==> src/rtl/dtm_pkg.sv <==
// Shared types, codes and a helper function of the debounced threshold monitor.
package dtm_pkg;

  // Qualified level codes
  localparam logic [2:0] LV_NORMAL = 3'd0;
  localparam logic [2:0] LV_LNC    = 3'd1;
  localparam logic [2:0] LV_LCR    = 3'd2;
  localparam logic [2:0] LV_UNC    = 3'd3;
  localparam logic [2:0] LV_UCR    = 3'd4;

  // Raised flag codes
  localparam logic [1:0] RAISE_NONE = 2'd0;
  localparam logic [1:0] RAISE_UCR  = 2'd1;
  localparam logic [1:0] RAISE_UNC  = 2'd2;
  localparam logic [1:0] RAISE_LCR  = 2'd3;

  // Flag bit positions
  localparam int F_LNC = 0;
  localparam int F_LCR = 1;
  localparam int F_UNC = 2;
  localparam int F_UCR = 3;

  // Debounce counter slots
  localparam int C_UCR = 0;
  localparam int C_UNC = 1;
  localparam int C_LCR = 2;
  localparam int C_LNC = 3;

  // Sensor kinds
  localparam logic [1:0] KIND_OVERTEMP = 2'd1;
  localparam logic [1:0] KIND_FAN      = 2'd2;

  // Configuration register indexes
  localparam logic CFG_RETRY_LIMIT    = 1'b0;
  localparam logic CFG_FAN_FAIL_LIMIT = 1'b1;

  localparam logic [3:0] RETRY_LIMIT_RESET    = 4'd10;
  localparam logic [3:0] FAN_FAIL_LIMIT_RESET = 4'd2;
  localparam logic [3:0] FAN_COUNT_MAX        = 4'd15;

  // Threshold hits of one sample
  typedef struct packed {
    logic hu;
    logic hn;
    logic hl;
    logic hm;
  } hits_t;

  // Classified request handed from front to back
  typedef struct packed {
    logic [3:0] sensor_id;
    logic       in_range;
    logic [1:0] sensor_kind;
    logic       last_in_pass;
    hits_t      hits;
  } item_t;

  typedef logic [3:0][3:0] cnt_t;

  // Per-sensor stored state
  typedef struct packed {
    cnt_t       cnt;
    logic [3:0] flags;
  } entry_t;

  typedef struct packed {
    logic       hit;
    logic [3:0] val;
  } bump_t;

  // Advance one debounce counter against the retry limit
  function automatic bump_t bump(input logic [3:0] c, input logic [3:0] lim);
    logic [4:0] n;
    bump_t      r;
    n = {1'b0, c} + 5'd1;
    r.hit = (n >= {1'b0, lim});
    r.val = r.hit ? lim : n[3:0];
    return r;
  endfunction

endpackage

==> src/rtl/dtm_classify.sv <==
// Front end: compare a sample with its four thresholds and tag the request.
module dtm_classify #(
  parameter int NUM_SENSORS = 16
) (
  input  logic               [3:0]  sensor_id,
  input  logic               [1:0]  sensor_kind,
  input  logic signed        [31:0] sample_value,
  input  logic signed        [31:0] upper_critical,
  input  logic signed        [31:0] upper_noncritical,
  input  logic signed        [31:0] lower_critical,
  input  logic signed        [31:0] lower_noncritical,
  input  logic                      last_in_pass,
  output dtm_pkg::item_t            item
);

  // Compare against each enabled threshold
  always_comb begin
    item.sensor_id    = sensor_id;
    item.in_range     = (32'(sensor_id) < NUM_SENSORS);
    item.sensor_kind  = sensor_kind;
    item.last_in_pass = last_in_pass;
    item.hits.hu = (upper_critical != 32'sd0) && (sample_value >= upper_critical);
    item.hits.hn = (upper_noncritical != 32'sd0) && (sample_value >= upper_noncritical);
    item.hits.hl = (lower_critical != 32'sd0) && (sample_value <= lower_critical);
    item.hits.hm = (lower_noncritical != 32'sd0) && (sample_value <= lower_noncritical);
  end

endmodule

==> src/rtl/dtm_queue.sv <==
// Two-entry queue of classified requests between front and back.
module dtm_queue (
  input  logic           clk,
  input  logic           rst,
  input  logic           push,
  input  dtm_pkg::item_t push_item,
  output logic           full,
  input  logic           pop,
  output logic           ready_out,
  output dtm_pkg::item_t pop_item
);

  dtm_pkg::item_t slots [2];
  logic           wr_ptr;
  logic           rd_ptr;
  logic [1:0]     count;

  assign full      = (count == 2'd2);
  assign ready_out = (count != 2'd0);
  assign pop_item  = slots[rd_ptr];

  // Store pushed requests
  always_ff @(posedge clk) begin
    if (push) begin
      slots[wr_ptr] <= push_item;
    end
  end

  // Advance pointers and occupancy
  always_ff @(posedge clk) begin
    if (rst) begin
      wr_ptr <= 1'b0;
      rd_ptr <= 1'b0;
      count  <= 2'd0;
    end else begin
      if (push) begin
        wr_ptr <= ~wr_ptr;
      end
      if (pop) begin
        rd_ptr <= ~rd_ptr;
      end
      if (push && !pop) begin
        count <= count + 2'd1;
      end else if (pop && !push) begin
        count <= count - 2'd1;
      end
    end
  end

endmodule

==> src/rtl/dtm_back.sv <==
// Back end: per-sensor debounce state, flag update, pass requests and result register.
module dtm_back #(
  parameter int NUM_SENSORS = 16
) (
  input  logic           clk,
  input  logic           rst,
  input  logic [3:0]     retry_limit,
  input  logic [3:0]     fan_fail_limit,
  input  logic           q_ready,
  input  dtm_pkg::item_t q_item,
  output logic           q_pop,
  output logic           result_valid,
  input  logic           result_stall,
  output logic [2:0]     level,
  output logic [1:0]     raised,
  output logic [3:0]     cleared_mask,
  output logic [3:0]     fail_flags,
  output logic           archive_request,
  output logic           shutdown_request,
  output logic           pass_done
);

  localparam int AW = (NUM_SENSORS > 1) ? $clog2(NUM_SENSORS) : 1;

  dtm_pkg::entry_t mem [NUM_SENSORS];
  logic [NUM_SENSORS-1:0] entry_ok;

  logic            ex_valid;
  dtm_pkg::item_t  ex_item;
  dtm_pkg::entry_t ex_state;
  logic            ex_adv;
  logic [AW-1:0]   ex_addr;
  logic [AW-1:0]   q_addr;
  logic            fwd;

  logic [3:0]      fan_fail_count;
  logic [1:0]      pass_requests;

  dtm_pkg::entry_t state_next;
  logic [2:0]      level_next;
  logic [1:0]      raised_next;
  logic [3:0]      cleared_next;
  logic [3:0]      fan_fail_count_next;
  logic [1:0]      pass_requests_next;
  logic [1:0]      pass_out;

  assign ex_adv  = ex_valid && (!result_valid || !result_stall);
  assign q_pop   = q_ready && (!ex_valid || ex_adv);
  assign ex_addr = AW'(ex_item.sensor_id);
  assign q_addr  = AW'(q_item.sensor_id);
  assign fwd     = ex_adv && ex_item.in_range && (ex_addr == q_addr);

  // Debounce, flag update and pass accounting for the request in execute
  always_comb begin
    dtm_pkg::bump_t b_ucr;
    dtm_pkg::bump_t b_unc;
    dtm_pkg::bump_t b_lcr;
    dtm_pkg::bump_t b_lnc;
    dtm_pkg::cnt_t  c;
    logic [3:0]     f;
    logic [2:0]     lv;
    b_ucr = dtm_pkg::bump(ex_state.cnt[dtm_pkg::C_UCR], retry_limit);
    b_unc = dtm_pkg::bump(ex_state.cnt[dtm_pkg::C_UNC], retry_limit);
    b_lcr = dtm_pkg::bump(ex_state.cnt[dtm_pkg::C_LCR], retry_limit);
    b_lnc = dtm_pkg::bump(ex_state.cnt[dtm_pkg::C_LNC], retry_limit);
    c     = ex_state.cnt;
    f     = ex_state.flags;
    lv    = dtm_pkg::LV_NORMAL;
    raised_next         = dtm_pkg::RAISE_NONE;
    cleared_next        = 4'd0;
    fan_fail_count_next = fan_fail_count;
    pass_requests_next  = pass_requests;

    // Qualify the level, upper side first
    if (ex_item.hits.hu) begin
      c[dtm_pkg::C_UCR] = b_ucr.val;
      if (b_ucr.hit) begin
        lv = dtm_pkg::LV_UCR;
      end else if (ex_item.hits.hn) begin
        c[dtm_pkg::C_UNC] = b_unc.val;
        if (b_unc.hit) begin
          lv = dtm_pkg::LV_UNC;
        end
      end
    end else if (ex_item.hits.hn) begin
      c[dtm_pkg::C_UNC] = b_unc.val;
      if (b_unc.hit) begin
        lv = dtm_pkg::LV_UNC;
      end
    end else if (ex_item.hits.hl) begin
      c[dtm_pkg::C_LCR] = b_lcr.val;
      if (b_lcr.hit) begin
        lv = dtm_pkg::LV_LCR;
      end else if (ex_item.hits.hm) begin
        c[dtm_pkg::C_LNC] = b_lnc.val;
        if (b_lnc.hit) begin
          lv = dtm_pkg::LV_LNC;
        end
      end
    end else if (ex_item.hits.hm) begin
      c[dtm_pkg::C_LNC] = b_lnc.val;
      if (b_lnc.hit) begin
        lv = dtm_pkg::LV_LNC;
      end
    end else begin
      c = '0;
    end

    // Latch, recover and raise the fail flags
    case (lv)
      dtm_pkg::LV_UCR: begin
        if (!f[dtm_pkg::F_UCR]) begin
          f[dtm_pkg::F_UCR] = 1'b1;
          raised_next = dtm_pkg::RAISE_UCR;
          if (ex_item.in_range && ex_item.sensor_kind == dtm_pkg::KIND_OVERTEMP) begin
            pass_requests_next = 2'b11;
          end
        end
      end
      dtm_pkg::LV_UNC: begin
        if (f[dtm_pkg::F_UCR]) begin
          f[dtm_pkg::F_UCR] = 1'b0;
          c[dtm_pkg::C_UCR] = 4'd0;
          cleared_next[dtm_pkg::F_UCR] = 1'b1;
        end
        if (!f[dtm_pkg::F_UNC]) begin
          f[dtm_pkg::F_UNC] = 1'b1;
          raised_next = dtm_pkg::RAISE_UNC;
          if (ex_item.in_range && ex_item.sensor_kind == dtm_pkg::KIND_OVERTEMP) begin
            pass_requests_next[0] = 1'b1;
          end
        end
      end
      dtm_pkg::LV_LCR: begin
        if (!f[dtm_pkg::F_LCR]) begin
          f[dtm_pkg::F_LCR] = 1'b1;
          raised_next = dtm_pkg::RAISE_LCR;
          if (ex_item.in_range && ex_item.sensor_kind == dtm_pkg::KIND_FAN &&
              fan_fail_count != dtm_pkg::FAN_COUNT_MAX) begin
            fan_fail_count_next = fan_fail_count + 4'd1;
          end
        end
      end
      dtm_pkg::LV_LNC: begin
        if (f[dtm_pkg::F_LCR]) begin
          f[dtm_pkg::F_LCR] = 1'b0;
          c[dtm_pkg::C_LCR] = 4'd0;
          cleared_next[dtm_pkg::F_LCR] = 1'b1;
        end
      end
      default: begin
        cleared_next = f;
        f = 4'd0;
      end
    endcase

    state_next.cnt   = c;
    state_next.flags = f;
    level_next       = lv;

    // Drop the sensor part for an unknown sensor
    if (!ex_item.in_range) begin
      level_next   = dtm_pkg::LV_NORMAL;
      raised_next  = dtm_pkg::RAISE_NONE;
      cleared_next = 4'd0;
    end

    // Apply the fan rule at the end of a pass
    pass_out = pass_requests_next;
    if (ex_item.last_in_pass && fan_fail_count_next >= fan_fail_limit) begin
      pass_out[1] = 1'b1;
    end
  end

  // Read sensor state on pop, forwarding the entry being written
  always_ff @(posedge clk) begin
    if (q_pop) begin
      ex_item <= q_item;
      if (fwd) begin
        ex_state <= state_next;
      end else if (q_item.in_range && entry_ok[q_addr]) begin
        ex_state <= mem[q_addr];
      end else begin
        ex_state <= '0;
      end
    end
  end

  // Write back sensor state
  always_ff @(posedge clk) begin
    if (ex_adv && ex_item.in_range) begin
      mem[ex_addr] <= state_next;
    end
  end

  // Entry valid bits
  always_ff @(posedge clk) begin
    if (rst) begin
      entry_ok <= '0;
    end else if (ex_adv && ex_item.in_range) begin
      entry_ok[ex_addr] <= 1'b1;
    end
  end

  // Execute stage occupancy and pass accumulators
  always_ff @(posedge clk) begin
    if (rst) begin
      ex_valid       <= 1'b0;
      fan_fail_count <= 4'd0;
      pass_requests  <= 2'd0;
    end else begin
      if (q_pop) begin
        ex_valid <= 1'b1;
      end else if (ex_adv) begin
        ex_valid <= 1'b0;
      end
      if (ex_adv) begin
        if (ex_item.last_in_pass) begin
          fan_fail_count <= 4'd0;
          pass_requests  <= 2'd0;
        end else begin
          fan_fail_count <= fan_fail_count_next;
          pass_requests  <= pass_out;
        end
      end
    end
  end

  // Result register valid
  always_ff @(posedge clk) begin
    if (rst) begin
      result_valid <= 1'b0;
    end else if (ex_adv) begin
      result_valid <= 1'b1;
    end else if (!result_stall) begin
      result_valid <= 1'b0;
    end
  end

  // Result register payload
  always_ff @(posedge clk) begin
    if (ex_adv) begin
      level            <= level_next;
      raised           <= raised_next;
      cleared_mask     <= cleared_next;
      fail_flags       <= ex_item.in_range ? state_next.flags : 4'd0;
      archive_request  <= pass_out[0];
      shutdown_request <= pass_out[1];
      pass_done        <= ex_item.last_in_pass;
    end
  end

  // Hold the execute request while the result register is blocked
  a_ex_hold: assert property (@(posedge clk) disable iff (rst)
    ex_valid && !ex_adv |=> ex_valid && $stable(ex_item))
    else $error("execute request lost while blocked");

  // The lower non-critical flag is never latched
  a_no_lnc_flag: assert property (@(posedge clk) disable iff (rst)
    result_valid |-> !fail_flags[dtm_pkg::F_LNC])
    else $error("LNC flag latched");

  // A cleared flag is not also held
  a_clear_disjoint: assert property (@(posedge clk) disable iff (rst)
    result_valid |-> (cleared_mask & fail_flags) == 4'd0)
    else $error("flag both cleared and held");

  // A raised UNC flag matches the qualified UNC level
  a_raise_level: assert property (@(posedge clk) disable iff (rst)
    result_valid && raised == dtm_pkg::RAISE_UNC |-> level == dtm_pkg::LV_UNC)
    else $error("UNC raised without UNC level");

endmodule

==> src/rtl/debounced_threshold_monitor.sv <==
// An accepted sample passes through the queue, the execute register and the result register.
// Throughput: one sample per cycle while the result side does not stall; the per-sensor
// state read-modify-write in the back end forwards the entry being written to the next read.
// A two-entry queue takes one more sample after the result side stalls, then stalls too.
// Reset: synchronous; clears all debounce state, flags, pass requests and queues, and
// returns retry_limit to 10 and fan_fail_limit to 2.
module debounced_threshold_monitor #(
  parameter int NUM_SENSORS = 16
) (
  input  logic               clk,
  input  logic               rst,
  input  logic               cfg_valid,
  output logic               cfg_ready,
  input  logic               cfg_index,
  input  logic        [3:0]  cfg_data,
  input  logic               sample_valid,
  output logic               sample_stall,
  input  logic        [3:0]  sensor_id,
  input  logic        [1:0]  sensor_kind,
  input  logic signed [31:0] sample_value,
  input  logic signed [31:0] upper_critical,
  input  logic signed [31:0] upper_noncritical,
  input  logic signed [31:0] lower_critical,
  input  logic signed [31:0] lower_noncritical,
  input  logic               last_in_pass,
  output logic               result_valid,
  input  logic               result_stall,
  output logic        [2:0]  level,
  output logic        [1:0]  raised,
  output logic        [3:0]  cleared_mask,
  output logic        [3:0]  fail_flags,
  output logic               archive_request,
  output logic               shutdown_request,
  output logic               pass_done
);

  logic [3:0]     retry_limit;
  logic [3:0]     fan_fail_limit;
  dtm_pkg::item_t front_item;
  dtm_pkg::item_t q_item;
  logic           q_full;
  logic           q_ready;
  logic           q_pop;
  logic           push;

  assign cfg_ready    = 1'b1;
  assign sample_stall = q_full;
  assign push         = sample_valid && !q_full;

  // Configuration registers
  always_ff @(posedge clk) begin
    if (rst) begin
      retry_limit    <= dtm_pkg::RETRY_LIMIT_RESET;
      fan_fail_limit <= dtm_pkg::FAN_FAIL_LIMIT_RESET;
    end else if (cfg_valid && cfg_ready) begin
      case (cfg_index)
        dtm_pkg::CFG_RETRY_LIMIT:    retry_limit    <= cfg_data;
        dtm_pkg::CFG_FAN_FAIL_LIMIT: fan_fail_limit <= cfg_data;
        default: ;
      endcase
    end
  end

  dtm_classify #(
    .NUM_SENSORS(NUM_SENSORS)
  ) u_classify (
    .sensor_id        (sensor_id),
    .sensor_kind      (sensor_kind),
    .sample_value     (sample_value),
    .upper_critical   (upper_critical),
    .upper_noncritical(upper_noncritical),
    .lower_critical   (lower_critical),
    .lower_noncritical(lower_noncritical),
    .last_in_pass     (last_in_pass),
    .item             (front_item)
  );

  dtm_queue u_queue (
    .clk      (clk),
    .rst      (rst),
    .push     (push),
    .push_item(front_item),
    .full     (q_full),
    .pop      (q_pop),
    .ready_out(q_ready),
    .pop_item (q_item)
  );

  dtm_back #(
    .NUM_SENSORS(NUM_SENSORS)
  ) u_back (
    .clk             (clk),
    .rst             (rst),
    .retry_limit     (retry_limit),
    .fan_fail_limit  (fan_fail_limit),
    .q_ready         (q_ready),
    .q_item          (q_item),
    .q_pop           (q_pop),
    .result_valid    (result_valid),
    .result_stall    (result_stall),
    .level           (level),
    .raised          (raised),
    .cleared_mask    (cleared_mask),
    .fail_flags      (fail_flags),
    .archive_request (archive_request),
    .shutdown_request(shutdown_request),
    .pass_done       (pass_done)
  );

endmodule

==> config.mk <==
export PLATFORM = sky130hd
export DESIGN_NAME = debounced_threshold_monitor
export DESIGN_NICKNAME = d
export VERILOG_FILES = /design/src/rtl/dtm_pkg.sv /design/src/rtl/dtm_classify.sv /design/src/rtl/dtm_queue.sv /design/src/rtl/dtm_back.sv /design/src/rtl/debounced_threshold_monitor.sv
export SDC_FILE = /design/constraint.sdc
export NUM_CORES = 1
export LEC_CHECK = 0
export BUFFER_PORTS_ARGS = -buffer_cell sky130_fd_sc_hd__buf_4
export CAP_MARGIN = 5
export CORE_MARGIN = 3
export CORE_UTILIZATION = 60
export CTS_CLUSTER_DIAMETER = 200
export DETAILED_ROUTE_END_ITERATION = 12
export GPL_TIMING_DRIVEN = 0
export PLACE_DENSITY_LB_ADDON = 0.15
export SYNTH_ARGS = -nofsm -noshare
export SYNTH_HDL_FRONTEND = slang
export SYNTH_HIERARCHICAL = 1
export SYNTH_SLANG_ARGS = --single-unit
==> constraint.sdc <==
create_clock -name clk -period 4.3 [get_ports clk]
set_clock_uncertainty 0.2 [all_clocks]
set_input_delay 0.215 -clock clk [delete_from_list [all_inputs] [get_ports clk]]
set_output_delay 0.215 -clock clk [all_outputs]
set_load 0.05 [all_outputs]
**Word-level counts from Yosys, hierarchy flattened**

Memory sizes are Yosys's and may differ from the RTL's. A register that Yosys moved wholly into a read port is not among the register bits.
Cells that the tools add are included.

- Add/sub/neg operators: 7
- $lt $le $gt $ge: 12
- Equality and inequality tests: 10
- Muxes and demuxes: 72
- Bitwise logic cells: 5
- Reductions and logical operators: 40

Operator list:

| operator | count |
|---|---|
| 32-bit nonzero test | 4 |
| 4-bit two-way mux | 19 |
| 32-bit greater-or-equal comparator | 2 |
| 32-bit <= comparator | 2 |
| 20-bit two-way mux | 2 |
| 8-bit two-way mux | 5 |
| 1-bit two-way mux | 21 |
| 3-bit two-way mux | 7 |
| 4-bit by 1-bit adder with 5-bit output, second input constant | 4 |
| 5-bit by 4-bit greater-or-equal comparator with 1-bit output | 4 |
| 1-bit logical AND | 16 |
| 2-bit two-way mux | 8 |
| 16-bit bitwise OR | 1 |
| 12-bit two-way mux | 1 |
| 1-bit case mux with 2 select lines | 6 |
| 4-bit by 5-bit less-than comparator with 1-bit output, second input constant | 2 |
| 3-bit by 2-bit == test with 1-bit output, second input constant | 2 |
| 1-bit zero test | 6 |
| 2-bit case mux with 3 select lines | 1 |
| 2-bit nonzero test | 3 |
| 3-bit OR reduction | 2 |
| 5-bit OR reduction | 1 |
| 4-bit by 1-bit adder with 4-bit output, second input constant | 1 |
| 1-bit binary-select mux with 4-bit select | 1 |
| 18 further kinds | 25 |

- Bits in registers: 84
- Bits in writable memories: 342
- Output and inout bits: 19
- Memories: 2

Memory list:

| name | depth | bits a word | read ports | clocked after memory_dff | wr ports | line | source |
|---|---|---|---|---|---|---|---|
| u_back.mem | 16 | 20 | 1 | 0 | 1 | dtm_back.sv:25 | `dtm_pkg::entry_t mem [NUM_SENSORS];` |
| u_queue.slots | 2 | 11 | 1 | 1 | 1 | dtm_queue.sv:13 | `dtm_pkg::item_t slots [2];` |

**Longest topological paths before layout**

- Word-level depth: 14
- Depth in mapped cells: 14
- Depth with buffers taken out: 14

**Cells and area by module**

The synthesis kept the hierarchy.

By module, submodules not included:

| module | instances | cells each | area an instance (sq um) | sequential area each (sq um) |
|---|---|---|---|---|
| dtm_back | 1 | 907 | 16468.3 | 11531.1 |
| dtm_classify | 1 | 501 | 3567.2 | 0.0 |
| dtm_queue | 1 | 59 | 1071.0 | 820.8 |
| debounced_threshold_monitor | 1 | 36 | 352.8 | 160.2 |

**Least setup slack after synthesis**

No wires, ideal clock.

- Path type: reg2reg
- Start point: reg u_back.result_valid
- End point: mem u_back/mem[0][0] (netlist name) (enable)
- Data arrival time: 3.507 ns
- Slack: 0.134 ns
- Cell stages (with the launch flop): 6
- Clock period less this slack: 4.166 ns
- Cell sequence: dfxtp_1 -> nand2_1 -> nand2_1 -> clkinv_1 -> nand2_1 -> nor4b_1

- Word-level cells in the longest chain between the ends: 6

RTL lines:

| element | line | source |
|---|---|---|
| start: declaration | dtm_back.sv:12 | `output logic result_valid,` |
| start signal: assignment | dtm_back.sv:232 | `result_valid <= 1'b0;` |
| start signal: assignment | dtm_back.sv:234 | `result_valid <= 1'b1;` |
| start signal: assignment | dtm_back.sv:236 | `result_valid <= 1'b0;` |
| 1-bit zero test | dtm_back.sv:47 | `assign ex_adv = ex_valid && (!result_valid \|\| !result_stall);` |
| 1-bit logical OR | dtm_back.sv:47 |  |
| 1-bit logical AND | dtm_back.sv:47 |  |
| named net u_back.ex_adv | dtm_back.sv:31 | `logic ex_adv;` |
| 1-bit logical AND | dtm_back.sv:191 | `if (ex_adv && ex_item.in_range) begin` |
| 1-bit two-way mux | dtm_back.sv:191 |  |
| 1-bit two-way mux (not written as such) | dtm_back.sv:192 | `mem[ex_addr] <= state_next;` |
| end: declaration | dtm_back.sv:25 |  |

The timed path passes the listed nets, and every way through them passes these cells.

==> results.py <==
metrics = {
    "outcome": {
        "outcome": "complete, but fails checks",
        "failed_checks": "setup timing",
    },
    "setup_path": {
        "crit_type": "reg2reg",
        "reg2reg_to": "u_back/mem[10][15]",
        "rr_worst_depth": 9,
        "required_ns": 4.31,
        "start_kind": "flop",
        "worstPathArrival_ns": 4.31,
        "cp_max_fo": 16,
        "r2r_slack_ns": -0.006,
        "worstSetupEndpointType": "flop",
        "reg2reg_from": "u_back/ex_state[12]",
    },
    "detailed_routing": {
        "detail_route.iter0.violations": 1385,
        "vias": 14460,
        "avgViaCountPerCell": 6.342,
        "wl_per_cell_um": 25.00,
        "drtAntennaViolNets": 0,
        "first_pass_iters": 5,
        "wirelength_um": 57010,
        "drc_errors": 0,
    },
    "floorplan": {
        "chipWidth_um": 195.1,
        "start_util": 0.6152,
        "die_h_um": 195.1,
        "fp.dieArea_sq_mm": 0.03807,
        "core-area_sq_mm": 0.03488,
        "core.rowCount": 68,
        "ios": 196,
    },
    "logic_synthesis": {
        "synth-seq-area-share": 0.5831,
        "syn-num-nets": 1834,
        "yosys.cell_count.top_type": "edfxtp_1",
        "ys_warn_count": 6,
        "synth_ff_type": "edfxtp_1",
        "yosys_register_bits": 429,
        "synth_area_leader_cell": "edfxtp_1",
        "yosysUniqueCellTypes": 78,
        "async_flop_share": 0,
        "netlist_area_sq_mm": 0.02146,
        "syn_avg_cell_area_sq_um": 14.28,
        "synth_edf_count": 392,
        "yosys.area.top_type_share": 0.5485,
        "ys_top_cells_by_count": "392 x edfxtp_1, 160 x inv_1, 154 x ha_1, 96 x mux4_2, 85 x nor2_1",
        "synth_area_leaders": "edfxtp_1 55%, mux4_2 10%, ha_1 9.0%",
        "syn_inst": 1503,
    },
    "global_route": {
        "antenna_found_initial": 0,
        "grt_pass1_vias": 14690,
        "grt_pass1_wl_um": 85190,
        "grt_overflow": 0,
        "grt_start_max_net_pins": 35,
        "grt_use_total": 0.2944,
    },
    "timing": {
        "max_freq_ghz": 0.2322,
        "tightest_slew_ns": 1.144,
        "setup_ws_ns": -0.006001,
        "whs_ns": 0.1757,
        "post-route-period-util": 1.001,
        "hold_viol": 0,
        "fin_crit_ns": 4.306,
        "rsz0062_at_grt": "true",
        "maxSlewHeadroom": 0.2356,
        "finalMaxSlewViolations": 0,
        "setup_viol": 16,
    },
    "clock_network": {
        "cts.htree.levels": 2,
        "cts_root_buf": "clkbuf_16",
        "cts.sinks": 429,
        "cts_made_buffers": 43,
        "clock_latency_ns": 0.57,
        "clockBufferDepth": 3,
        "clkTransAtPathRegs_ns": 0.06,
        "cts_tree": "built",
    },
    "placement": {
        "dp_cells": 2178,
        "hpwl_um": 40290,
        "place_area_sq_mm": 0.02392,
        "gp_congestion": 0.9507,
        "pre_cts_slack_ns": 0.1416,
        "port-buffer-count": 187,
    },
    "final_layout": {
        "final_layout_size_suffix_gt1_frac": 0.2532,
        "stdcell_count": 2280,
        "diodes": 0,
        "nets": 2124,
        "finish.instance_area_sq_mm": 0.02549,
        "area_delta_synth_final_pct": 18.76,
    },
    "power_and_ir_drop": {
        "p_leak_uw": 0.009931,
        "p_per_area_mw_per_mm2": 566.5,
        "ir_drop_mv": 0.5609,
        "finalPower_uw": 14440,
    },
    "min_path": {
        "hold-path-endpoint": "u_queue/slots[0][2]",
        "hp-class": "in2reg",
        "whs_path_depth": 5,
        "hp-start": "upper_noncritical[28]",
    },
    "run": {
        "max-cap-violations": 0,
    },
}
==> flip-flops by register name, summed over array words and instances, names as in the netlist, named ones only <==
name / cells
fan_fail_limit: 4
u_back/pass_requests: 2
u_back/result_valid: 1
u_back/ex_state: 20
u_queue/rd_ptr: 1
u_back/ex_item: 8
u_queue/slots: 24
retry_limit: 4
u_back/ex_addr: 4
u_back/mem: 320
u_back/ex_valid: 1
u_queue/count: 2
u_back/fan_fail_count: 4
u_back/raised: 2
u_back/shutdown_request: 1
u_back/level: 3
u_back/cleared_mask: 4
u_queue/wr_ptr: 1
u_back/fail_flags: 4
u_back/pass_done: 1
u_back/archive_request: 1
u_back/entry_ok: 16
==> critical path, cell delays in order, from the launching register on <==
cell      delay (ns)
edfxtp_1        0.48
ha_1            0.33
xor2_1          0.17
ha_1            0.32
nand2_1         0.10
o211a_1         0.32
o211ai_1        0.62
nor2_1          0.19
and2_1          0.31
nor2_1          0.89
==> routing by layer <==
metal	up-vias	wire length (um)	GRT usage
li1	6413	-	-
met1	7177	22260	0.3978
met2	743	28340	0.4951
met3	127	4427	0.04641
met4	0	1982	0.09876
met5	-	0	0
==> kinds of logic after synthesis <==
group                      Yosys count  synth area share
DFF                                429            0.5831
and+or+nand+nor                    314           0.07819
AOI/OAI and AO/OA                  234           0.07212
buffers and inverters              214           0.04286
adders and majority gates          154           0.08979
muxes                              135            0.1251
xor gates and xnor gates            21          0.008571
other                                2         0.0003500
==> worst max-delay path by stage <==
stage	start	endpoint	slack, ns
floorplan	u_back/result_valid	u_back/mem[0][0]	0.13
global placement	result_stall	u_back/mem[0][15]	-3.02
detailed placement	u_back/ex_state[12]	u_back/mem[10][15]	0.14
CTS	u_back/ex_state[12]	u_back/mem[7][14]	0.08
global route	u_back/ex_state[12]	u_back/mem[2][15]	-0.19
finish	u_back/ex_state[12]	u_back/mem[10][15]	-0.006
==> report_power, final <==
group / internal [uW] / switching, uW
clock: 1950 / 1540
combinational: 1770 / 3090
sequential: 5840 / 243
total: 9560 / 4870
==> stage by stage <==
stage,util,TNS [ns]
2_1_floorplan,-,0
3_3_place_gp,0.6717,-307.76
3_5_place_dp,0.6858,0
4_1_cts,0.7301,0
5_1_grt,0.7306,-6.481
6_report,0.7306,-0.06136
==> area by class of cell <==
type,count,area (sq um)
Buffer,53,315.3
Fill cell,2217,9398
Inverter,161,604.3
Clock buffer,55,1141
Tap cell,455,569.3
Clock inverter,22,172.7
Multi-Input combinational cell,860,8139
Timing Repair Buffer,245,2032
Sequential cell,429,12510
==> layout by cell type, fill, tap and decap left out, types with 17 or more instances in the layout <==
cell / n
dfxtp_1: 37
inv_1: 160
edfxtp_1: 392
a21oi_1: 72
clkbuf_1: 31
buf_4: 220
mux4_2: 96
o21ai_0: 35
clkbuf_16: 43
nor4_1: 35
ha_1: 154
dlygate4sd3_1: 23
a21o_1: 28
nand4_1: 35
nor2b_1: 18
nand2_1: 42
nor2_1: 75
nand3_1: 17
==> what timing repair did <==
action,in CTS,in global routing
hold endpoints to repair,33,0
setup buffers,0,0
gates resized for setup,0,1
hold buffers,23,0
endpoints found under the setup margin,0,65
(Power assumes the default switching activity.)
